--- config.mk ---
export PLATFORM = sky130hd
export DESIGN_NAME = lhps_div
export DESIGN_NICKNAME = d
export VERILOG_FILES = /design/src/hdl/assert_macros.svh /design/src/hdl/lhps_pkg.sv /design/src/hdl/lhps_div.sv
export SDC_FILE = /design/constraint.sdc
export NUM_CORES = 1
export LEC_CHECK = 0
export ABC_AREA = 1
export BUFFER_PORTS_ARGS = -buffer_cell sky130_fd_sc_hd__buf_4
export CAP_MARGIN = 0
export CORE_MARGIN = 10
export CORE_UTILIZATION = 40
export DETAILED_ROUTE_END_ITERATION = 6
export GPL_ROUTABILITY_DRIVEN = 0
export GPL_TIMING_DRIVEN = 0
export SLEW_MARGIN = 10
export SYNTH_ARGS = -nofsm -noshare
export SYNTH_HDL_FRONTEND = slang
export SYNTH_SLANG_ARGS = --single-unit
--- constraint.sdc ---
create_clock -name clk -period 13.2 [get_ports clk]
set_input_delay 1.98 -clock clk [delete_from_list [all_inputs] [get_ports clk]]
set_output_delay 1.98 -clock clk [all_outputs]
set_load 0.005 [all_outputs]
--- src/hdl/assert_macros.svh ---
// ----------------------------------------------------------------------------
// assertion macros
// Shared concurrent assertion forms, clocked on clk and disabled in reset.
// ----------------------------------------------------------------------------
`ifndef ASSERT_MACROS_SVH
`define ASSERT_MACROS_SVH

// antecedent implies consequent in the same cycle
`define ASSERT_IMPLIES(lbl, ante, cons, msg) \
  lbl: assert property (@(posedge clk) disable iff (rst) (ante) |-> (cons)) \
    else $error(msg);

// condition never holds
`define ASSERT_NEVER(lbl, expr, msg) \
  lbl: assert property (@(posedge clk) disable iff (rst) !(expr)) else $error(msg);

`endif

--- src/hdl/lhps_pkg.sv ---
// ----------------------------------------------------------------------------
// lhps_pkg
// Types and constants of the oscillator harmonic plan selector.
// ----------------------------------------------------------------------------
package lhps_pkg;

  // working word of the datapath
  localparam int WORD_W  = 64;
  localparam int MUL_B_W = 40;
  localparam int DIV_N_W = 80;
  localparam int DIV_D_W = 64;

  typedef logic signed [WORD_W-1:0]  word_t;
  typedef logic        [MUL_B_W-1:0] mul_b_t;
  typedef logic signed [DIV_N_W-1:0] div_num_t;
  typedef logic        [DIV_D_W-1:0] div_den_t;

  // register map
  localparam logic [2:0] REG_MODE      = 3'd0;
  localparam logic [2:0] REG_OSC_OFF   = 3'd1;
  localparam logic [2:0] REG_YIG_OFF   = 3'd2;
  localparam logic [2:0] REG_YIG_LOW   = 3'd3;
  localparam logic [2:0] REG_YIG_HIGH  = 3'd4;
  localparam logic [2:0] REG_REF_LOW   = 3'd5;
  localparam logic [2:0] REG_REF_HIGH  = 3'd6;
  localparam logic [2:0] REG_SPLIT     = 3'd7;

  // status codes
  localparam logic [1:0] STATUS_OK      = 2'd0;
  localparam logic [1:0] STATUS_NO_ELIG = 2'd1;
  localparam logic [1:0] STATUS_TRUNC   = 2'd2;

  // low band reference window
  localparam logic [27:0] LOW_REF_LOW  = 28'd997000;
  localparam logic [27:0] LOW_REF_HIGH = 28'd999000;

  localparam logic [27:0] FREQ_MAX = 28'hFFFFFFF;

  // margin and score constants
  localparam word_t MARGIN_ONE      = 64'sd65536;
  localparam word_t MARGIN_MIN      = -64'sd131072;
  localparam word_t FRAC_BIAS       = 64'sd131072;
  localparam word_t SCORE_CENTER    = 64'sd2560;
  localparam word_t SCORE_MAX       = 64'sd4194303;
  localparam word_t SCORE_MIN       = -64'sd4194304;
  localparam word_t LOW_SCORE_GAIN  = 64'sd10000;

  // high band score slopes reduced to 32 * distance over a small divisor,
  // divided by reciprocal multiplication with a 40 bit shift
  localparam word_t SCORE_LO_DIV    = 64'sd28125;
  localparam word_t SCORE_HI_DIV    = 64'sd50625;
  localparam word_t SCORE_LO_RECIP  = 64'sd39093746;
  localparam word_t SCORE_HI_RECIP  = 64'sd21718748;
  localparam int    RECIP_SHIFT     = 40;
  localparam int    DIST_SCALE_SH   = 5;

  // configuration register file contents
  typedef struct packed {
    logic               mode;
    logic signed [20:0] osc_off;
    logic signed [20:0] yig_off;
    logic        [27:0] yig_low;
    logic        [27:0] yig_high;
    logic        [27:0] ref_low;
    logic        [27:0] ref_high;
    logic        [27:0] band_split;
  } cfg_t;

endpackage

--- src/hdl/lhps_div.sv ---
// ----------------------------------------------------------------------------
// lhps_div
// Restoring divider, one quotient bit per cycle, signed dividend over a
// positive divisor, quotient rounded toward minus infinity.
// ----------------------------------------------------------------------------
module lhps_div (
  input  logic              clk,
  input  logic              rst,
  input  logic              start,
  input  lhps_pkg::div_num_t num,
  input  lhps_pkg::div_den_t den,
  output logic              busy,
  output logic              done,
  output lhps_pkg::word_t    q
);
  import lhps_pkg::*;

  localparam int CNT_W = $clog2(DIV_N_W + 1);

  logic [DIV_N_W-1:0] quo;
  div_den_t           rem;
  div_den_t           dsr;
  logic               neg;
  logic [CNT_W-1:0]   cnt;
  logic [DIV_N_W-1:0] num_mag;
  logic [DIV_D_W:0]   rem_sh;
  logic [DIV_D_W:0]   rem_sub;
  logic               fits;
  logic [DIV_N_W-1:0] q_fix;

  // trial subtract
  assign num_mag = num[DIV_N_W-1] ? DIV_N_W'(-num) : DIV_N_W'(num);
  assign rem_sh  = {rem, quo[DIV_N_W-1]};
  assign rem_sub = rem_sh - {1'b0, dsr};
  assign fits    = rem_sh >= {1'b0, dsr};

  // floor correction for negative dividends
  assign q_fix = neg ? -(quo + DIV_N_W'(rem != '0)) : quo;
  assign q     = q_fix[WORD_W-1:0];

  always_ff @(posedge clk) begin
    if (rst) begin
      busy <= 1'b0;
      done <= 1'b0;
    end else begin
      done <= 1'b0;
      if (start) begin
        busy <= 1'b1;
        neg  <= num[DIV_N_W-1];
        quo  <= num_mag;
        rem  <= '0;
        dsr  <= den;
        cnt  <= CNT_W'(DIV_N_W);
      end else if (busy) begin
        quo <= {quo[DIV_N_W-2:0], fits};
        rem <= fits ? rem_sub[DIV_D_W-1:0] : rem_sh[DIV_D_W-1:0];
        cnt <= cnt - 1'b1;
        if (cnt == CNT_W'(1)) begin
          busy <= 1'b0;
          done <= 1'b1;
        end
      end
    end
  end
endmodule

==> metrics.txt <==
ys flop type edfxtp_1; post-DP HPWL 75920 microns; Die W 263.9 microns; Power Dens Cells 99.03 nW/um^2; Worst Path Class, Setup flip-flop to output port; clock tree buffer depth 3; routed via count 25762; H-tree levels 1; Hold Violations, Final 0; filler cell count around 6500; drt first-iter violations 2911; fin area 27380 sq um; final worst slack roughly 5700 ps; GR Overflow Total 0; Final #Nets 4507; cts repair resizes 0; Die Area 69650 sq um; HP Class flip-flop to flip-flop; vias in the first global route 23768; Tightest Pin Transition 1047 ps; largest net degree at the start of global routing 29; Mapped Cells 3977; top post-synthesis cells by area edfxtp_1, nand2_1, inv_1; register area share after synthesis between 20% and 30%; row count 89; Setup crit end kind output port; Netlist cell types 44; final critical-path required period 7461 ps; CTS tree done; Slew HR between 20% and 30%; crit start category flip-flop; crit path DAT 5480 ps; Area after DPL around 27000 sq um; io pins 213; initial antenna violation count 4; global-route wire length before repair 135800 microns; count of pins over their slew limit 0; maxcap violations 0; vias per inst 5.135; cts bufs inserted 26; CP required 11220 ps; layout cell share with drive strength beyond 1 7.988%; DR pass1 iterations 6; Clock Skews between 30 and 40 ps; Yosys top cell by area edfxtp_1; wire length per cell 17.95 microns; outcome completed; VDD IR max approximately 0.1 mV; dpl ws between 6000 and 7000 ps; # Post-CTS Setup Buffers 0; count leader, synth nand2_1; diode count 0; Pleak 14.58 nW; detailed-route DRC error count 0; Post-synth EDFFs 216; DRT Wirelength 90050 microns; clk sink count 218; synthesized cell area 23800 sq um; post-route ant nets 0; RSZ-0062 raised after global routing false; Commonest cells post-synth nand2_1, inv_1, nor2_1; Overall Global Routing Usage 24.70%; Tcrit/Tclk final around 57%; Initial Util 40.32%; Final setup viols 0; register bit total from synthesis roughly 220; Die Ht approximately 260 microns; worst-path maximum fanout 4; P&R area growth vs syn 15.03%; CTS root buf clkbuf_16; Syn Area/Cell 5.984 sq um; core box area 59020 sq um; Clock Latency Late Sink ~570 ps; Async S/R FF share, synth 0%; synth warn 0; top-area cell type share of the netlist area 27.25%; syn_nets 4259; cts-stage hold buffer count 0; f_max 134.0 MHz; IO Port Bufs ~210; clk slew on worst S/H paths roughly 60 ps; Hold WS 520.7 ps
[cell type report]
cell class,instances,area [sq um],share of cell area (%)
clock inverters,16,132.6,0.4845
clock buffers,31,690.7,2.523
plain buffers,56,306.5,1.120
repair buffers,220,1767,6.454
inverters,772,2898,10.59
multi-input cells,2931,14090,51.46
flip-flops and latches,218,6526,23.84
well taps,773,967.2,3.533
[through the flow]
step	total power [mW]	TNS [ps]	utilization (%)	std cells
after floorplan	1.601	0	-	3977
after global placement	1.988	-165880	44.66	4962
after detailed placement	1.985	0	44.99	4970
after CTS	2.707	0	46.38	5017
after global routing	2.885	0	46.38	5017
final	2.711	0	46.38	5017
[cell usage in the layout, fill, tap and decap left out, types with 3 or more instances in the layout]
| master | count |
|---|---|
| nand2_1 | 1554 |
| inv_1 | 766 |
| nor2_1 | 358 |
| nand3_1 | 234 |
| edfxtp_1 | 216 |
| buf_4 | 212 |
| o21ai_0 | 169 |
| ha_1 | 134 |
| a21oi_1 | 123 |
| xor2_1 | 79 |
| nand4_1 | 62 |
| clkbuf_1 | 42 |
| nor3_1 | 38 |
| xnor2_1 | 29 |
| nand2_2 | 28 |
| clkbuf_16 | 27 |
| nor4_1 | 24 |
| nor2_2 | 18 |
| nand3b_1 | 18 |
| o21bai_1 | 15 |
| or2_2 | 10 |
| clkinv_1 | 9 |
| buf_6 | 8 |
| buf_12 | 8 |
| o211ai_1 | 6 |
| buf_1 | 5 |
| and2_1 | 4 |
| a31oi_1 | 4 |
| inv_2 | 4 |
| clkinv_2 | 4 |
| o31ai_1 | 3 |
| nor2_4 | 3 |
| buf_2 | 3 |
| o21a_1 | 3 |
[layer usage]
layer | share of wire, % | track usage [%]
met5 | 0.052 | 0
met4 | 3.5 | 7.985
met3 | 9.1 | 3.428
met2 | 40 | 36.24
met1 | 47 | 36.38
[final timing paths]
| check | from | endpoint | slack, ps | depth (start not counted) |
|---|---|---|---|---|
| min reg2reg | quo[77]$_DFFE_PP_ | quo[78]$_DFFE_PP_ | 520 | 2 |
| max reg2reg | rem[44]$_SDFFCE_PP0P_ | rem[27]$_SDFFCE_PP0P_ | 10240 | 16 |
| min | quo[77]$_DFFE_PP_ | quo[78]$_DFFE_PP_ | 520 | 2 |
| max | rem[0]$_SDFFCE_PP0P_ | q[49] | 5740 | 18 |
[cell families after synthesis]
| family | share of synthesized area, % |
|---|---|
| AO/OA/AOI/OAI | 7.366 |
| XOR/XNOR | 3.975 |
| adder cells (fa/ha/maj) | 7.129 |
| buffers and inverters | 13.46 |
| flip-flops | 27.42 |
| AND/OR/NAND/NOR | 40.64 |
[critical path, cell delays in order, from the launching register on]
cell      delay [ps]
edfxtp_1         460
nor4_1           520
nand4_1          240
nor4_1           930
ha_1             350
ha_1             210
inv_1             80
ha_1             210
nor2_1           110
nor2_1           140
o21ai_0          740
nand2_1          100
nand2_1          190
nand2_1          130
nand3_1          110
nand2_1           60
nand3_1           70
o21ai_0          100
buf_4            160
[registers in the layout, summed over array words and instances, names as in the netlist]
name,flops
neg,1
busy,1
cnt,7
rem,64
dsr,64
quo,80
done,1
[power by group]
group          internal, mW  switching (mW)
clock network         0.411           0.299
registers             0.839          0.0497
logic                 0.379           0.733
total                  1.63            1.08
Note: power is estimated with default switching activity, not from simulation.
