### src/hdl/assert_macros.svh
// ----------------------------------------------------------------------------
// assertion macros
// Shared concurrent assertion forms, clocked on clk and disabled in reset.
// ----------------------------------------------------------------------------
`ifndef ASSERT_MACROS_SVH
`define ASSERT_MACROS_SVH

// antecedent implies consequent in the same cycle
`define ASSERT_IMPLIES(lbl, ante, cons, msg) \
  lbl: assert property (@(posedge clk) disable iff (rst) (ante) |-> (cons)) \
    else $error(msg);

// condition never holds
`define ASSERT_NEVER(lbl, expr, msg) \
  lbl: assert property (@(posedge clk) disable iff (rst) !(expr)) else $error(msg);

`endif

### src/hdl/lhps_pkg.sv
// ----------------------------------------------------------------------------
// lhps_pkg
// Types and constants of the oscillator harmonic plan selector.
// ----------------------------------------------------------------------------
package lhps_pkg;

  // working word of the datapath
  localparam int WORD_W  = 64;
  localparam int MUL_B_W = 40;
  localparam int DIV_N_W = 80;
  localparam int DIV_D_W = 64;

  typedef logic signed [WORD_W-1:0]  word_t;
  typedef logic        [MUL_B_W-1:0] mul_b_t;
  typedef logic signed [DIV_N_W-1:0] div_num_t;
  typedef logic        [DIV_D_W-1:0] div_den_t;

  // register map
  localparam logic [2:0] REG_MODE      = 3'd0;
  localparam logic [2:0] REG_OSC_OFF   = 3'd1;
  localparam logic [2:0] REG_YIG_OFF   = 3'd2;
  localparam logic [2:0] REG_YIG_LOW   = 3'd3;
  localparam logic [2:0] REG_YIG_HIGH  = 3'd4;
  localparam logic [2:0] REG_REF_LOW   = 3'd5;
  localparam logic [2:0] REG_REF_HIGH  = 3'd6;
  localparam logic [2:0] REG_SPLIT     = 3'd7;

  // status codes
  localparam logic [1:0] STATUS_OK      = 2'd0;
  localparam logic [1:0] STATUS_NO_ELIG = 2'd1;
  localparam logic [1:0] STATUS_TRUNC   = 2'd2;

  // low band reference window
  localparam logic [27:0] LOW_REF_LOW  = 28'd997000;
  localparam logic [27:0] LOW_REF_HIGH = 28'd999000;

  localparam logic [27:0] FREQ_MAX = 28'hFFFFFFF;

  // margin and score constants
  localparam word_t MARGIN_ONE      = 64'sd65536;
  localparam word_t MARGIN_MIN      = -64'sd131072;
  localparam word_t FRAC_BIAS       = 64'sd131072;
  localparam word_t SCORE_CENTER    = 64'sd2560;
  localparam word_t SCORE_MAX       = 64'sd4194303;
  localparam word_t SCORE_MIN       = -64'sd4194304;
  localparam word_t LOW_SCORE_GAIN  = 64'sd10000;

  // high band score slopes reduced to 32 * distance over a small divisor,
  // divided by reciprocal multiplication with a 40 bit shift
  localparam word_t SCORE_LO_DIV    = 64'sd28125;
  localparam word_t SCORE_HI_DIV    = 64'sd50625;
  localparam word_t SCORE_LO_RECIP  = 64'sd39093746;
  localparam word_t SCORE_HI_RECIP  = 64'sd21718748;
  localparam int    RECIP_SHIFT     = 40;
  localparam int    DIST_SCALE_SH   = 5;

  // configuration register file contents
  typedef struct packed {
    logic               mode;
    logic signed [20:0] osc_off;
    logic signed [20:0] yig_off;
    logic        [27:0] yig_low;
    logic        [27:0] yig_high;
    logic        [27:0] ref_low;
    logic        [27:0] ref_high;
    logic        [27:0] band_split;
  } cfg_t;

endpackage

### src/hdl/lhps_cfg_if.sv
// ----------------------------------------------------------------------------
// lhps_cfg_if
// Configuration write channel: register index and write data per beat.
// ----------------------------------------------------------------------------
interface lhps_cfg_if;
  logic        valid;
  logic        ready;
  logic [2:0]  index;
  logic [27:0] data;

  modport source (output valid, index, data, input ready);
  modport sink (input valid, index, data, output ready);
endinterface

### src/hdl/lhps_cfg.sv
// ----------------------------------------------------------------------------
// lhps_cfg
// Configuration register file, written one register per beat.
// ----------------------------------------------------------------------------
module lhps_cfg (
  input  logic         clk,
  input  logic         rst,
  lhps_cfg_if.sink     cfg,
  output lhps_pkg::cfg_t regs
);
  import lhps_pkg::*;

  // always able to take a write
  assign cfg.ready = 1'b1;

  // register writes
  always_ff @(posedge clk) begin
    if (rst) begin
      regs.mode       <= 1'b0;
      regs.osc_off    <= 21'sd50000;
      regs.yig_off    <= -21'sd10000;
      regs.yig_low    <= 28'd8000000;
      regs.yig_high   <= 28'd12500000;
      regs.ref_low    <= 28'd1100000;
      regs.ref_high   <= 28'd1260000;
      regs.band_split <= 28'd50000000;
    end else if (cfg.valid) begin
      case (cfg.index)
        REG_MODE:     regs.mode       <= cfg.data[0];
        REG_OSC_OFF:  regs.osc_off    <= cfg.data[20:0];
        REG_YIG_OFF:  regs.yig_off    <= cfg.data[20:0];
        REG_YIG_LOW:  regs.yig_low    <= cfg.data;
        REG_YIG_HIGH: regs.yig_high   <= cfg.data;
        REG_REF_LOW:  regs.ref_low    <= cfg.data;
        REG_REF_HIGH: regs.ref_high   <= cfg.data;
        REG_SPLIT:    regs.band_split <= cfg.data;
        default: ;
      endcase
    end
  end
endmodule

### src/flat_wrapper.sv
// flat-port wrapper written by rule: the top's interface ports become plain ports
module lhps_cfg_flat import lhps_pkg::*;
  (clk, rst, regs, cfg_valid, cfg_index, cfg_data, cfg_ready);
  lhps_cfg_if cfg_i ();
  input  logic clk;
  input  logic rst;
  output lhps_pkg::cfg_t regs;
  input wire logic [$bits(cfg_i.valid)-1:0] cfg_valid;
  input wire logic [$bits(cfg_i.index)-1:0] cfg_index;
  input wire logic [$bits(cfg_i.data)-1:0] cfg_data;
  output wire logic [$bits(cfg_i.ready)-1:0] cfg_ready;
  assign cfg_i.valid = cfg_valid;
  assign cfg_i.index = cfg_index;
  assign cfg_i.data = cfg_data;
  assign cfg_ready = cfg_i.ready;
  lhps_cfg u_core (.clk(clk), .rst(rst), .cfg(cfg_i), .regs(regs));
endmodule
### config.mk
export PLATFORM = sky130hd
export DESIGN_NAME = lhps_cfg_flat
export DESIGN_NICKNAME = d
export VERILOG_FILES = /design/src/hdl/assert_macros.svh /design/src/hdl/lhps_pkg.sv /design/src/hdl/lhps_cfg_if.sv /design/src/hdl/lhps_cfg.sv /design/src/flat_wrapper.sv
export SDC_FILE = /design/constraint.sdc
export NUM_CORES = 1
export LEC_CHECK = 0
export ABC_CLOCK_PERIOD_IN_PS = 1500
export BUFFER_PORTS_ARGS = -buffer_cell sky130_fd_sc_hd__buf_2
export CORE_MARGIN = 1
export CORE_UTILIZATION = 53
export CTS_BUF_LIST = sky130_fd_sc_hd__clkbuf_4 sky130_fd_sc_hd__clkbuf_8
export CTS_CLUSTER_DIAMETER = 100
export DETAILED_ROUTE_END_ITERATION = 8
export PLACE_DENSITY_LB_ADDON = 0.12
export REMOVE_ABC_BUFFERS = 1
export SYNTH_ARGS = -nofsm -noshare
export SYNTH_HDL_FRONTEND = slang
export SYNTH_SLANG_ARGS = --single-unit
export TNS_END_PERCENT = 100
### constraint.sdc
create_clock -name clk -period 1.5 [get_ports clk]
set_input_delay 0.375 -clock clk [delete_from_list [all_inputs] [get_ports clk]]
set_output_delay 0.375 -clock clk [all_outputs]
set_load 0.02 [all_outputs]
==> metrics.csv, run 1 <==
metric;value;unit
outcome;finished, final reports clean;
Max Buffers Root-to-Sink;2;
vias per std cell;5.02;
Layout fillers;1106;
EDFF count, synth;0;
Power Internal;6.80;mW
WL/cell;16.1;µm
Setup Fix Bufs, Post-CTS;0;
gpl congestion;0.811;
latest clock arrival within the worst-skew pair;0.45;ns
pwr/cell area;1000;nW/µm²
Die Width;118;µm
vias;5363;
first-pass GRT wire length;27.0;mm
required time of the critical path;1.12;ns
ant diodes;0;
most instantiated cells after synthesis;dfxtp_1, mux2i_1, nand2b_1;
total power draw;8.94;mW
port bufs;216;
max FFs per register;183;
Total Die Area;14000;µm²
Top Registers;u_core.regs x183;
root buffer cell;clkbuf_8;
fin nets;914;
Reg with most FFs;u_core.regs;
Tcrit/Tclk final;0.913;
DRC viols;0;
Cells after Synth;666;
CP max stage delay;0.36;ns
Core ar.;13200;µm²
Critical Path AT;0.99;ns
Yosys Warn Count;0;
CTS hold repair buffers;0;
WS Path Type;register to output pin;
row count;42;
total grt overflow;0;
PnR worst setup slack;0.130;ns
VDD IR-drop max;0.000522;V
H-tree depth;4;
Hold WC Path Type;input pin to register;
initial antenna violation count;0;
top cells by area, synth;dfxtp_1, mux2i_1, nand2b_1, nor2_1, buf_2;
Starting DRT DRC Count;259;
CP Launch Type;register;
post-CTS sizing;0;
Leak;4.57;nW
Detailed Route WL;17.2;mm
RSZ-0062 raised after global routing;false;
switching share of power;0.240;
combinational fraction of design power;0.094;
Inserted Clock Buffers;17;
Synth top area share;0.509;
Clock power frac;0.344;
pin count of the biggest net entering global routing;57;
layout cells sized above 1;0.316;
Clock Skew;0;ns
gr usage total;0.248;
Max-Cap Viols;0;
fin crit period;1.37;ns
number of clock sinks;183;
Initial Util;0.543;
Net Switching;2.14;mW
design area;8930;µm²
Crit. End Element;output pin;
worst-path maximum fanout;2;
I/O pin cnt;218;
CTS tree;built;
pre-CTS setup slack;0.0391;ns
number of global-route vias before repair;5221;
critical path's slowest cell;dfxtp_1;
Reg clk slew, reported paths;0.08;ns
ys flop type;dfxtp_1;
Layout Area Growth over Synthesis;24.3;%
Syn Area/Cell;10.8;µm²
Fmax;730;MHz
Fin. Hold Viols;0;
sequential element share of the synthesized area;0.509;
sequential share of power;0.561;
ys async rst share;0;
CP cell instances;buf_2;
Post-Place Cell Area;8570;µm²
post-DP HPWL;12.0;mm
area leader, netlist;dfxtp_1;
mapped cell area;7190;µm²
Chip Height;118;µm
CP top delay family;flip-flops;
Netlist cell types;17;
Finish-stage setup viols;0;
Synth Register Bits;183;
First-pass DRT Iterations;4;
Final ANT Viol Nets;0;
Final Max Tran Viols;0;
Bufs and invs on worst path;1;
==> per-stage QoR <==
stage	TNS (ns)	util	hold WS, ns	cells
finish	0	0.675	0.182	1068
detailed placement	0	0.647	0.460	1037
floorplan	-38.70	-	0.530	612
global placement	0	0.647	0.454	1037
global route	0	0.675	0.167	1068
CTS	0	0.675	0.159	1068
==> cell type report <==
class	instances	area [µm²]	share of cell area
clock buffers	29	355	0.0398
clock inverters	2	12.5	0.00140
multi-input cells	429	3230	0.361
flip-flops and latches	183	3660	0.410
well taps	176	220	0.0246
repair buffers	249	1460	0.163
==> worst min-delay path: stages <==
cell and delay [ns]:
buf_2 0.10, nand2b_1 0.06, mux2i_1 0.06
==> final timing paths <==
check / depth (start not counted) / end / startpoint / slack (ns)
worst max register to register: 2 / u_core.regs[45]$_SDFFE_PP1P_ / u_core.regs[45]$_SDFFE_PP1P_ / 0.85
worst max-delay path: 1 / regs[17] / u_core.regs[17]$_SDFFE_PP1P_ / 0.13
worst min register to register: 2 / u_core.regs[173]$_SDFFE_PP0P_ / u_core.regs[173]$_SDFFE_PP0P_ / 0.47
worst min-delay path: 3 / u_core.regs[181]$_SDFFE_PP0P_ / cfg_data[20] / 0.18
==> power by group through the flow <==
stage / Combinational [mW] / Clock (mW) / Sequential, mW
finish: 0.844 / 3.08 / 5.02
global placement: 0.827 / 0 / 5.13
floorplan: 0.318 / 0 / 5.26
CTS: 0.848 / 3.15 / 5.02
global route: 0.903 / 3.33 / 5.03
detailed placement: 0.845 / 0 / 5.13
==> layer usage <==
metal,vias to the layer above,track usage,wire length (µm)
met1,2565,0.306,7660
li1,2623,-,-
met2,159,0.411,8230
met3,16,0.0777,1040
met5,-,0,0
met4,0,0.0815,214
==> logic make-up after synthesis <==
logic type	count (synthesis)	synth area share
buffers and inverters	54	0.0440
flip-flops	183	0.509
multiplexers	183	0.255
other	1	0.000522
AND/OR/NAND/NOR	245	0.191
==> placed cells by master (no fill, tap or decap) <==
cell type   instances
and4_1              1
and4b_1             2
and4bb_1            2
buf_12             10
buf_2             215
buf_4              24
clkbuf_4            7
clkbuf_8           22
clkinv_2            1
clkinvlp_4          1
conb_1              1
dfxtp_1           183
mux2i_1           183
nand2b_1          144
nand4_1             1
nand4b_1            2
nand4b_4            1
nand4bb_1           2
nand4bb_4           1
nor2_1             88
nor4b_1             1
Power figures use the tool's default switching activity.
==> run 2, diff against run 1 <==
- ABC_CLOCK_PERIOD_IN_PS: 1500 -> 1300
- clock period: 1.5 -> 1.3 ns (I/O delays scaled with it)
==> run 2 against run 1 <==
Net effect: critical path depth is the same; sequential share of layout area shrank 4.1 points; die area is the same; wire length grew 13%; clock power grew 36%; flip-flop and latch count is the same; setup slack lost 0.12 ns; core utilization grew 12 points; non-clock buffer count grew 32; critical endpoint is now regs[115]; final area grew 18%; via count grew 4.9%.
==> metrics.csv, run 2 (synthesis gave the netlist of run 1 again) <==
metric;value;unit;change
outcome;finished, final reports clean;;unchanged
gr usage total;0.262;;was 0.248
Reg clk slew, reported paths;0.09;ns;was 0.08 ns
wire length on met3;1.17;mm;was 1.04 mm
most frequent cells in the layout;mux2i_1, dfxtp_2, buf_6;;was buf_2, mux2i_1, dfxtp_1
Crit. End Element;output pin;;unchanged
RSZ-0062 raised after global routing;true;;was false
worst-path maximum fanout;2;;unchanged
I/O pin cnt;218;;unchanged
gpl congestion;0.788;;was 0.811
Leak;5.07;nW;was 4.57 nW
Detailed Route WL;19.5;mm;was 17.2 mm
First-pass DRT Iterations;4;;unchanged
H-tree depth;4;;unchanged
pwr/cell area;1060;nW/µm²;was 1000 nW/µm²
Final Max Tran Viols;0;;unchanged
CP top delay family;flip-flops;;unchanged
Total Die Area;14000;µm²;unchanged
Bufs and invs on worst path;1;;unchanged
Critical Path AT;0.96;ns;was 0.99 ns
total power draw;11.2;mW;was 8.94 mW
CTS hold repair buffers;0;;unchanged
Layout Area Growth over Synthesis;46.8;%;was 24.3%
final setup TNS;0;ns;unchanged
fin nets;946;;was 914
critical path's slowest cell;dfxtp_2;;was dfxtp_1
row count;42;;unchanged
Reg with most FFs;u_core.regs;;unchanged
port bufs;216;;unchanged
Finish-stage setup viols;0;;unchanged
VDD IR-drop max;0.000710;V;was 0.000522 V
Core ar.;13200;µm²;unchanged
vias;5628;;was 5363
CTS tree;built;;unchanged
WS Path Type;register to output pin;;unchanged
Max Used Layer;met4;;unchanged
Layout fillers;788;;was 1106
Starting DRT DRC Count;347;;was 259
post-DP HPWL;12.3;mm;was 12.0 mm
max FFs per register;183;;unchanged
Fin. Hold Viols;0;;unchanged
ant diodes;0;;unchanged
initial antenna violation count;0;;unchanged
number of clock sinks;183;;unchanged
Tcrit/Tclk final;0.992;;
layout cells sized above 1;0.538;;was 0.316
Final Non-Filler Cells;1100;;was 1068
Util after Layout;0.797;;was 0.675
number of global-route vias before repair;5542;;was 5221
CP max stage delay;0.37;ns;was 0.36 ns
DRC viols;0;;unchanged
Die Width;118;µm;unchanged
DP Cell Count;1048;;was 1037
CP Launch Type;register;;unchanged
vias per std cell;5.12;;was 5.02
wl on met1;7.84;mm;was 7.66 mm
Max-Cap Viols;0;;unchanged
Final ANT Viol Nets;0;;unchanged
Clock Skew;0;ns;unchanged
Chip Height;118;µm;unchanged
Initial Util;0.543;;unchanged
total grt overflow;0;;unchanged
pin count of the biggest net entering global routing;66;;was 57
fin crit period;1.29;ns;
Top Registers;u_core.regs x183;;unchanged
met2 routed WL;9.94;mm;was 8.23 mm
WL/cell;17.7;µm;was 16.1 µm
Max Buffers Root-to-Sink;2;;unchanged
Inserted Clock Buffers;17;;unchanged
required time of the critical path;0.98;ns;was 1.12 ns
Hold WC Path Type;input pin to register;;unchanged
root buffer cell;clkbuf_8;;unchanged
first-pass GRT wire length;28.5;mm;was 27.0 mm
CP cell instances;buf_6;;was buf_2
latest clock arrival within the worst-skew pair;0.47;ns;was 0.45 ns
Fmax;776;MHz;
[run 2: stage by stage]
step                      instance area, µm²  hold WS (ns)  setup slack (ns)
after floorplan                         6870         0.480            -0.791
after global placement                  8700         0.455           -0.0105
after detailed placement                8700         0.465           -0.0521
after CTS                               9830         0.118         0.0000223
after global routing                   10600         0.125           -0.0257
final                                  10600         0.129            0.0107
[run 2: final timing paths]
path / depth (start not counted) / endpoint / slack [ns] / from
setup / recovery: 1 / regs[115] / 0.01 / u_core.regs[115]$_SDFFE_PP0P_
hold / removal: 3 / u_core.regs[181]$_SDFFE_PP0P_ / 0.13 / cfg_data[20]
setup reg to reg: 3 / u_core.regs[124]$_SDFFE_PP1P_ / 0.51 / u_core.regs[124]$_SDFFE_PP1P_
hold reg to reg: 2 / u_core.regs[179]$_SDFFE_PP0P_ / 0.47 / u_core.regs[179]$_SDFFE_PP0P_
[run 2: cell type report]
cell class / count / area, µm² / share of cell area
well taps: 176 / 220 / 0.0209
repair buffers: 281 / 2790 / 0.264
clock inverters: 12 / 176 / 0.0167
clock buffers: 19 / 255 / 0.0242
flip-flops and latches: 183 / 3890 / 0.369
multi-input cells: 429 / 3230 / 0.306
[run 2: per-layer routing]
layer,vias up,track usage
met5,-,0
met4,0,0.118
met3,35,0.0777
met2,178,0.449
met1,2737,0.302
li1,2678,-
[run 2: timing repair]
action / 4_1_cts / 5_1_grt
endpoints found under the setup margin: 182 / 167
resized for setup: 321 / 200
buffers inserted: 2 / 19
cloned: 0 / 0
[run 2: report_power, final]
part / leakage [nW] / switching (mW) / internal (mW) / total, mW
combinational: 3.36 / 0.598 / 0.579 / 1.18
clock: 0.204 / 2.05 / 2.15 / 4.20
sequential: 1.51 / 0.0948 / 5.75 / 5.84
total: 5.07 / 2.74 / 8.48 / 11.2
