## src/hdl/assert_macros.svh

```systemverilog
// ----------------------------------------------------------------------------
// assertion macros
// Shared concurrent assertion forms, clocked on clk and disabled in reset.
// ----------------------------------------------------------------------------
`ifndef ASSERT_MACROS_SVH
`define ASSERT_MACROS_SVH

// antecedent implies consequent in the same cycle
`define ASSERT_IMPLIES(lbl, ante, cons, msg) \
  lbl: assert property (@(posedge clk) disable iff (rst) (ante) |-> (cons)) \
    else $error(msg);

// condition never holds
`define ASSERT_NEVER(lbl, expr, msg) \
  lbl: assert property (@(posedge clk) disable iff (rst) !(expr)) else $error(msg);

`endif

```

## src/hdl/lhps_pkg.sv

```systemverilog
// ----------------------------------------------------------------------------
// lhps_pkg
// Types and constants of the oscillator harmonic plan selector.
// ----------------------------------------------------------------------------
package lhps_pkg;

  // working word of the datapath
  localparam int WORD_W  = 64;
  localparam int MUL_B_W = 40;
  localparam int DIV_N_W = 80;
  localparam int DIV_D_W = 64;

  typedef logic signed [WORD_W-1:0]  word_t;
  typedef logic        [MUL_B_W-1:0] mul_b_t;
  typedef logic signed [DIV_N_W-1:0] div_num_t;
  typedef logic        [DIV_D_W-1:0] div_den_t;

  // register map
  localparam logic [2:0] REG_MODE      = 3'd0;
  localparam logic [2:0] REG_OSC_OFF   = 3'd1;
  localparam logic [2:0] REG_YIG_OFF   = 3'd2;
  localparam logic [2:0] REG_YIG_LOW   = 3'd3;
  localparam logic [2:0] REG_YIG_HIGH  = 3'd4;
  localparam logic [2:0] REG_REF_LOW   = 3'd5;
  localparam logic [2:0] REG_REF_HIGH  = 3'd6;
  localparam logic [2:0] REG_SPLIT     = 3'd7;

  // status codes
  localparam logic [1:0] STATUS_OK      = 2'd0;
  localparam logic [1:0] STATUS_NO_ELIG = 2'd1;
  localparam logic [1:0] STATUS_TRUNC   = 2'd2;

  // low band reference window
  localparam logic [27:0] LOW_REF_LOW  = 28'd997000;
  localparam logic [27:0] LOW_REF_HIGH = 28'd999000;

  localparam logic [27:0] FREQ_MAX = 28'hFFFFFFF;

  // margin and score constants
  localparam word_t MARGIN_ONE      = 64'sd65536;
  localparam word_t MARGIN_MIN      = -64'sd131072;
  localparam word_t FRAC_BIAS       = 64'sd131072;
  localparam word_t SCORE_CENTER    = 64'sd2560;
  localparam word_t SCORE_MAX       = 64'sd4194303;
  localparam word_t SCORE_MIN       = -64'sd4194304;
  localparam word_t LOW_SCORE_GAIN  = 64'sd10000;

  // high band score slopes reduced to 32 * distance over a small divisor,
  // divided by reciprocal multiplication with a 40 bit shift
  localparam word_t SCORE_LO_DIV    = 64'sd28125;
  localparam word_t SCORE_HI_DIV    = 64'sd50625;
  localparam word_t SCORE_LO_RECIP  = 64'sd39093746;
  localparam word_t SCORE_HI_RECIP  = 64'sd21718748;
  localparam int    RECIP_SHIFT     = 40;
  localparam int    DIST_SCALE_SH   = 5;

  // configuration register file contents
  typedef struct packed {
    logic               mode;
    logic signed [20:0] osc_off;
    logic signed [20:0] yig_off;
    logic        [27:0] yig_low;
    logic        [27:0] yig_high;
    logic        [27:0] ref_low;
    logic        [27:0] ref_high;
    logic        [27:0] band_split;
  } cfg_t;

endpackage

```

## src/hdl/lhps_mul.sv

```systemverilog
// ----------------------------------------------------------------------------
// lhps_mul
// Shift-add multiplier: signed multiplicand, unsigned multiplier, one bit
// per cycle, stops once the remaining multiplier bits are zero.
// ----------------------------------------------------------------------------
module lhps_mul (
  input  logic            clk,
  input  logic            rst,
  input  logic            start,
  input  lhps_pkg::word_t  a,
  input  lhps_pkg::mul_b_t b,
  output logic            busy,
  output logic            done,
  output lhps_pkg::word_t  p
);
  import lhps_pkg::*;

  word_t  acc;
  word_t  ash;
  mul_b_t bsh;
  word_t  acc_next;

  // partial product add
  assign acc_next = bsh[0] ? acc + ash : acc;
  assign p = acc;

  // iteration
  always_ff @(posedge clk) begin
    if (rst) begin
      busy <= 1'b0;
      done <= 1'b0;
    end else begin
      done <= 1'b0;
      if (start) begin
        busy <= 1'b1;
        acc  <= '0;
        ash  <= a;
        bsh  <= b;
      end else if (busy) begin
        acc <= acc_next;
        ash <= ash <<< 1;
        bsh <= bsh >> 1;
        if (bsh[MUL_B_W-1:1] == '0) begin
          busy <= 1'b0;
          done <= 1'b1;
        end
      end
    end
  end
endmodule

```

## config.mk

```make
export PLATFORM = sky130hd
export DESIGN_NAME = lhps_mul
export DESIGN_NICKNAME = d
export VERILOG_FILES = /design/src/hdl/assert_macros.svh /design/src/hdl/lhps_pkg.sv /design/src/hdl/lhps_mul.sv
export SDC_FILE = /design/constraint.sdc
export NUM_CORES = 1
export LEC_CHECK = 0
export ABC_CLOCK_PERIOD_IN_PS = 12600
export BUFFER_PORTS_ARGS = -buffer_cell sky130_fd_sc_hd__clkbuf_2
export CAP_MARGIN = 10
export CORE_ASPECT_RATIO = 2
export CORE_MARGIN = 5
export CORE_UTILIZATION = 35
export CTS_CLUSTER_SIZE = 30
export DETAILED_ROUTE_END_ITERATION = 16
export PLACE_DENSITY = 0.59
export SLEW_MARGIN = 40
export SYNTH_ARGS = -nofsm -noshare
export SYNTH_HDL_FRONTEND = slang
export SYNTH_SLANG_ARGS = --single-unit
```

## constraint.sdc

```tcl
create_clock -name clk -period 12.6 [get_ports clk]
set_clock_uncertainty 0.15 [all_clocks]
set_input_delay 2.52 -clock clk [delete_from_list [all_inputs] [get_ports clk]]
set_output_delay 2.52 -clock clk [all_outputs]
set_load 0.01 [all_outputs]
```

==> results of run 1 <==
[cell families (layout without fill, tap and decap cells)]
logic type      after synthesis  count (layout)
flops                       170             170
buf+inv                      58             226
compound gates              233             233
simple gates                277             277
mux                         109             109
xor+xnor                     48              48
fa+ha+maj                    64              64
[layout by cell type (no fill, tap or decap), drive strengths merged, types with 9 or more instances in the layout]
| cell | netlist | final |
|---|---|---|
| nor2 | 103 | 103 |
| nand4 | 16 | 16 |
| xnor2 | 26 | 26 |
| inv | 16 | 25 |
| and2 | 9 | 9 |
| a21o | 33 | 33 |
| ha | 63 | 63 |
| nand3 | 11 | 11 |
| and3 | 11 | 11 |
| nor2b | 12 | 12 |
| nor3 | 14 | 14 |
| o21ai | 35 | 35 |
| nor4 | 12 | 12 |
| clkbuf | 28 | 188 |
| a31oi | 12 | 12 |
| edfxtp | 168 | 168 |
| o21bai | 15 | 15 |
| a21oi | 84 | 84 |
| mux2 | 108 | 108 |
| xor2 | 22 | 22 |
| nand2 | 62 | 62 |
| o21a | 9 | 9 |
[power by group through the flow]
stage                     clock [mW]  sequential (mW)  combinational [mW]
after global routing           0.597            0.718               0.486
after floorplan                    0            0.727               0.309
after global placement             0            0.726               0.435
final                          0.556            0.713               0.440
after detailed placement           0            0.727               0.440
after CTS                      0.571            0.715               0.442
[routing by layer]
metal	up-vias	track usage [%]	routed length [µm]
met5	-	0	13
met4	2	6.24	774
met3	42	4.38	1390
met2	180	33.2	16700
met1	3861	15.7	9700
li1	3940	-	-
[synth_stat cells (2+ instances only)]
library cell	n	share of area (%)
a211oi_1	4	0.28
a21boi_1	4	0.28
a21o_1	33	2.3
a21oi_1	80	3.7
a21oi_2	3	0.25
a221o_1	2	0.19
a31o_2	3	0.25
a31oi_1	11	0.64
a41oi_1	2	0.16
and2_1	9	0.53
and3_1	10	0.58
and3b_1	2	0.16
and4_1	7	0.57
buf_1	6	0.21
buf_2	5	0.23
buf_4	3	0.21
clkbuf_1	28	0.98
dfxtp_1	2	0.37
edfxtp_1	168	47
ha_1	63	7.4
inv_1	16	0.56
mux2_1	4	0.42
mux2_2	103	11
nand2_1	62	2.2
nand2b_1	5	0.29
nand3_1	11	0.51
nand4_1	16	0.93
nor2_1	102	3.6
nor2b_1	12	0.70
nor3_1	14	0.65
nor3b_1	4	0.28
nor4_1	12	0.70
o211a_1	2	0.19
o211ai_1	5	0.35
o21a_1	8	0.56
o21ai_0	24	1.1
o21ai_1	11	0.51
o21bai_1	15	1.1
o311ai_1	2	0.16
o31ai_1	4	0.28
or3_1	3	0.18
xnor2_1	26	2.1
xor2_1	22	1.8
[sequential cells by signal, summed over array words and instances, names as in the netlist]
signal  count
ash        64
bsh        40
busy        1
done        1
p          64
[worst max-delay path: stages]
cell and delay [ns]:
buf_8 0.34, buf_16 0.32, a21oi_1 0.11, nor2_4 0.38
buf_4 0.55
[metrics by stage]
stage | hold WS (ns) | total power, mW
after floorplan | 0.398 | 1.04
after global placement | 0.393 | 1.16
after detailed placement | 0.415 | 1.17
after CTS | 0.430 | 1.73
after global routing | 0.453 | 1.80
final | 0.423 | 1.71
[how the worst max path moves through the flow]
stage | from | end | slack [ns] | depth (start not counted)
global route | start | p[32]$_SDFFCE_PP0P_ | 8.14 | 5
floorplan | start | ash[0]$_SDFFCE_PN0P_ | 4.42 | 4
detailed placement | start | p[45]$_SDFFCE_PP0P_ | 7.72 | 4
CTS | start | p[43]$_SDFFCE_PP0P_ | 8.20 | 4
finish | start | p[42]$_SDFFCE_PP0P_ | 8.28 | 5
global placement | start | p[45]$_SDFFCE_PP0P_ | 7.24 | 4
[layout make-up]
type,instances,share of cell area (%)
sequential,170,40.5
timing repair buffer,178,7.60
tap,368,3.66
clock inverter,15,1.44
multi-input combinational,731,43.0
inverter,16,0.478
clock buffer,17,3.38
==> summary.md, run 1 <==
| Metric | Value |
|---|---|
| Status | finished clean |
| Slew Limit Headroom | 49.4% |
| Synth unique cells | 74 |
| Total gr overflow | 0 |
| Dominant register cell in the synthesized netlist | edfxtp_1 |
| Nets | between 1k and 1.5k |
| TritonCTS clock tree | built |
| Number of fill cells in the layout | 3002 |
| Worst Hold Class | register to register |
| Worst-case clock buffer depth | 2 |
| Antenna Cells | 0 |
| Int Pwr | about 1.2 mW |
| DP HPWL | 22.2 mm |
| Clock slew seen by the registers of the worst setup and hold paths | 0.07 ns |
| Share of the core filled with cells in the final layout | 41.7% |
| Post-layout worst setup margin | approximately 8.3 ns |
| Sequential cell area | 5080 µm² |
| Total length of routed wires | 28.5 mm |
| Share of synthesized cell area in full adder, half adder and majority cells | 7.55% |
| Die Y | 257 µm |
| First-pass detailed-route iteration total | 4 |
| Seq pwr share | 41.7% |
| Startpoint type of the worst setup path | input port |
| Cells resized by post-CTS repair | 0 |
| Count of warnings emitted by yosys | 0 |
| Max Fanout on Critical Path | 62 |
| Net switching share of the total power | 31.4% |
| Cts bufs inserted | 17 |
| Area growth from synthesis to layout | 17.4% |
| Net count after synthesis | 1130 |
| Post-CTS Setup Inserts | 0 |
| Setup repair after global routing missed its margin | no |
| Fraction of power consumed by the clock network | 32.5% |
| Pin slew with the least headroom to its limit | 0.759 ns |
| Data required time at the worst endpoint | ~13 ns |
| Multi-input gate area in the final layout | 5400 µm² |
| Placer congestion estimate | 0.862 |
| Initial standard-cell utilization of the core | 35.5% |
| Depth of the CTS H-tree | 4 |
| Via density per instance | 5.37 |
| Final cycle utilization of the critical path | 34.3% |
| Placed standard-cell area | between 10000 and 15000 µm² |
| Share of post-route cells with drive strength above 1 | 29.9% |
| Largest family of logic cells by synthesized area | compound AO/OA/AOI/OAI gates |
| Origin of the critical flop-to-flop path | p[0]$_SDFFCE_PP0P_ |
| Start point of the worst hold path | busy$_SDFF_PP0_ |
| Hold worst-path end | done$_SDFF_PP0_ |
| Final min period | 4.32 ns |
| Buffer type at the clock tree root | clkbuf_16 |
| Max frequency | 232 MHz |
| Worst Path Arrival | 4.26 ns |
| Final standard cell area without fillers | approximately 13000 µm² |
| Antenna violations before repair | 1 |
| Iteration-0 DRC Markers | 395 |
| Routed len/inst | 19.1 µm |
| Seq/Total Area, Yosys | 47.5% |
| Psw | 537 µW |
| Fraction of synthesis flops using an asynchronous set or reset pin | 0% |
| Overall die area | 34400 µm² |
| Non-filler instance count after layout | 1495 |
| Mux contribution to synthesized area | 11.5% |
| Maximum number of pins on one net before global-route repair | 124 |
| Depth of the most critical reg-to-reg path | 11 |
| Count of vias placed by the detailed router | 8025 |
| # DRC | 0 |
| Placement-stage worst setup slack | 7.72 ns |
| Xor and xnor fraction of the mapped netlist area | under 10% |
| Count of pins over their slew limit | 0 |
| Pleak | roughly 5.1 nW |
| Final hold viol count | 0 |
| Synthesized cell area | between 10000 and 15000 µm² |
| Count of cells along the worst hold path | 1 |
| Number of buffer cells added on primary ports | 172 |
| Endpoint of the lowest-slack register-to-register path | p[56]$_SDFFCE_PP0P_ |
| Placed cells | roughly 1.5k |
| Worst-case vdd ir drop | 0.0000995 V |
| Final TNS setup | 0 ns |
| Max capacitance violation total | 0 |
| Overall die width | about 130 µm |
| Element type at the critical path end | register |
| Number of setup violations in the final report | 0 |
| Count of flip-flops with a built-in enable after synthesis | 168 |
| CTS Hold Bufs | 0 |
| Number of placement rows | 90 |
| Count of mapped cells out of synthesis | 959 |
| Simple-gate area share of the yosys netlist | about 13% |
| Antenna violation net count after detailed routing | 0 |
| Path type of the worst setup path | input port to register |
| Wire length of the first global-routing pass | roughly 45 mm |
| Worst reg-to-reg setup slack | 8.86 ns |
| Std-Cell Core Area | 30200 µm² |
| Global routing usage summed across all routing layers | about 17% |
| Power density over the cells | 136 nW/µm² |
| Via count of the first global-routing pass | 8522 |
| Combinational fraction of design power | 25.8% |
| CTS sink count | 170 |
| Synthesized area per cell | 11.2 µm² |
| Number of placed I/O pins | 173 |
| Latest clock arrival within the worst-skew pair | 0.46 ns |
| Compound-Gate Fraction of Synth Area | 14.8% |
| Yosys reg bits | 170 |
Power figures use the tool's default switching activity.
==> inputs of run 2 (changes only) <==
--- a/config.mk
+++ b/config.mk
@@ -5,7 +5,7 @@
 export SDC_FILE = /design/constraint.sdc
 export NUM_CORES = 1
 export LEC_CHECK = 0
-export ABC_CLOCK_PERIOD_IN_PS = 12600
+export ABC_CLOCK_PERIOD_IN_PS = 3800
 export BUFFER_PORTS_ARGS = -buffer_cell sky130_fd_sc_hd__clkbuf_2
 export CAP_MARGIN = 10
 export CORE_ASPECT_RATIO = 2
@@ -13,7 +13,7 @@
 export CORE_UTILIZATION = 35
 export CTS_CLUSTER_SIZE = 30
 export DETAILED_ROUTE_END_ITERATION = 16
-export PLACE_DENSITY = 0.59
+export PLACE_DENSITY = 0.61
 export SLEW_MARGIN = 40
 export SYNTH_ARGS = -nofsm -noshare
 export SYNTH_HDL_FRONTEND = slang
==> constraint.sdc (replaced) <==
create_clock -name clk -period 3.8 [get_ports clk]
set_clock_uncertainty 0.15 [all_clocks]
set_input_delay 0.76 -clock clk [delete_from_list [all_inputs] [get_ports clk]]
set_output_delay 0.76 -clock clk [all_outputs]
set_load 0.01 [all_outputs]
==> summary.md, run 2 (synthesized netlist as in run 1, its figures left out) <==
| Metric | Value |
|---|---|
| Final min period | 3.57 ns |
| # DRC | 0 |
| Total gr overflow | 0 |
| Area growth from synthesis to layout | 17.7% |
| Seq pwr share | between 40% and 50% |
| Fraction of power consumed by the clock network | between 30 and 40% |
| Psw | 1.86 mW |
| Total length of routed wires | 29.0 mm |
| Endpoint of the lowest-slack register-to-register path | p[56]$_SDFFCE_PP0P_ |
| Depth of the CTS H-tree | 4 |
| Worst Path Arrival | 3.63 ns |
| Global routing usage summed across all routing layers | around 17% |
| Latest clock arrival within the worst-skew pair | 0.46 ns |
| Wire length of the first global-routing pass | 45.2 mm |
| Data required time at the worst endpoint | between 3 and 4 ns |
| Critical-path cell with the highest stage delay | fa_1 |
| Share of the core filled with cells in the final layout | 41.7% |
| Final hold viol count | 0 |
| Number of setup violations in the final report | 0 |
| Count of cells along the worst hold path | 1 |
| Post-layout worst setup margin | around 0.23 ns |
| Startpoint type of the worst setup path | register |
| Most frequent cells in the layout | 171 x clkbuf_2, 168 x edfxtp_1, 103 x mux2_2, 100 x nor2_1, 80 x a21oi_1 |
| Worst reg-to-reg setup slack | ~0.23 ns |
| Count of vias placed by the detailed router | 8029 |
| TritonCTS clock tree | built |
| Max Fanout on Critical Path | 4 |
| First-pass detailed-route iteration total | 4 |
| Placement-stage worst setup slack | 0.238 ns |
| Origin of the critical flop-to-flop path | p[0]$_SDFFCE_PP0P_ |
| Clock slew seen by the registers of the worst setup and hold paths | 0.08 ns |
| Placer congestion estimate | 0.872 |
| Slew Limit Headroom | between 40% and 50% |
| Number of placement rows | 90 |
| Overall die area | between 30000 and 40000 µm² |
| Number of buffer cells added on primary ports | between 150 and 200 |
| Delay of the slowest critical-path stage | 0.42 ns |
| Initial standard-cell utilization of the core | 35.5% |
| Max frequency | 280 MHz |
| Via density per instance | roughly 5.4 |
| Combinational fraction of design power | 26.0% |
| Via count of the first global-routing pass | 8515 |
| Buffer type at the clock tree root | clkbuf_16 |
| Max capacitance violation total | 0 |
| Cells resized by post-CTS repair | 0 |
| Path type of the worst setup path | register to register |
| Std-Cell Core Area | 30200 µm² |
| Worst Hold Class | register to register |
| Post-CTS Setup Inserts | 0 |
| CTS Hold Bufs | 0 |
| Hold worst-path end | done$_SDFF_PP0_ |
| Pleak | just over 5 nW |
| Number of placed I/O pins | 173 |
| Pin slew with the least headroom to its limit | 0.753 ns |
| Antenna violations before repair | 1 |
| Routed len/inst | between 15 and 20 µm |
| Die Y | ~260 µm |
| Final cycle utilization of the critical path | 93.9% |
| Met2 capacity usage during global routing | 34.0% |
| Worst-case clock buffer depth | 2 |
| Setup repair after global routing missed its margin | no |
| Met3 demand-to-capacity share in global routing | 4.34% |
| Critical path cell sequence | ha_1 > fa_1 > a21oi_1 > o22ai_1 > a211o_1 > a21o_1 > a21oi_4 > o21ai_1 > a21bo_2 > a21oi_2 > mux2_1 |
| Met1 Track Usage GR | around 16% |
| CTS sink count | 170 |
| Cts bufs inserted | 17 |
| Iteration-0 DRC Markers | approximately 360 |
| GRT busiest layer | met2 |
| Overall die width | 134 µm |
| Antenna violation net count after detailed routing | 0 |
| Start point of the worst hold path | busy$_SDFF_PP0_ |
| DP HPWL | ~22 mm |
| Most common cell after layout, fill and taps aside | clkbuf_2 |
| Share of post-route cells with drive strength above 1 | ~30% |
| Int Pwr | approximately 3.8 mW |
| Element type at the critical path end | register |
| Net switching share of the total power | 32.9% |
| Status | finished clean |
| Power density over the cells | 448 nW/µm² |
| Nets | 1286 |
| Depth of the most critical reg-to-reg path | 11 |
| Maximum number of pins on one net before global-route repair | 107 |
| Worst-case vdd ir drop | 0.000339 V |
| Final TNS setup | 0 ns |
| Count of pins over their slew limit | 0 |
| Antenna Cells | 0 |
run 2: power groups by stage:
stage               logic, mW  registers (mW)  clock network, mW
finish                   1.47            2.36               1.82
floorplan                1.03            2.40                  0
global route             1.62            2.37               1.95
detailed placement       1.47            2.40                  0
CTS                      1.48            2.36               1.88
global placement         1.46            2.40                  0
run 2: how the worst max path moves through the flow:
stage / start / end / cells past startpoint
after global placement: p[0]$_SDFFCE_PP0P_ / p[56]$_SDFFCE_PP0P_ / 11
after detailed placement: p[0]$_SDFFCE_PP0P_ / p[56]$_SDFFCE_PP0P_ / 11
final: p[0]$_SDFFCE_PP0P_ / p[56]$_SDFFCE_PP0P_ / 11
after global routing: p[0]$_SDFFCE_PP0P_ / p[56]$_SDFFCE_PP0P_ / 11
after CTS: p[0]$_SDFFCE_PP0P_ / p[56]$_SDFFCE_PP0P_ / 11
after floorplan: start / ash[0]$_SDFFCE_PN0P_ / 4
run 2: cell type report:
type	count	area, µm²
timing repair buffer	179	973
clock buffer	17	425
sequential	170	5080
tap	368	460
multi-input combinational	731	5400
fill	2928	17600
clock inverter	15	194
inverter	16	60.1
run 2: per-layer routing:
layer	part of all wire, %	wire [µm]
met1	34	9740
met3	4.6	1330
met2	58	16900
met5	0.038	11
met4	3.4	999
run 2: stage by stage:
step | hold slack (ns) | area [µm²] | cells | total power, mW
after floorplan | 0.398 | 10700 | 959 | 3.43
after global placement | 0.383 | 12000 | 1464 | 3.86
after detailed placement | 0.390 | 12000 | 1464 | 3.88
after CTS | 0.404 | 12600 | 1496 | 5.72
after global routing | 0.412 | 12600 | 1496 | 5.95
final | 0.406 | 12600 | 1496 | 5.65
run 2: worst max-delay path, delay by kind of cell (launching register included):
family | cells | cell delay, ns
AO/OA/AOI/OAI | 8 | 1.76
adder cells (fa/ha/maj) | 2 | 0.67
flip-flops | 1 | 0.40
multiplexers | 1 | 0.33
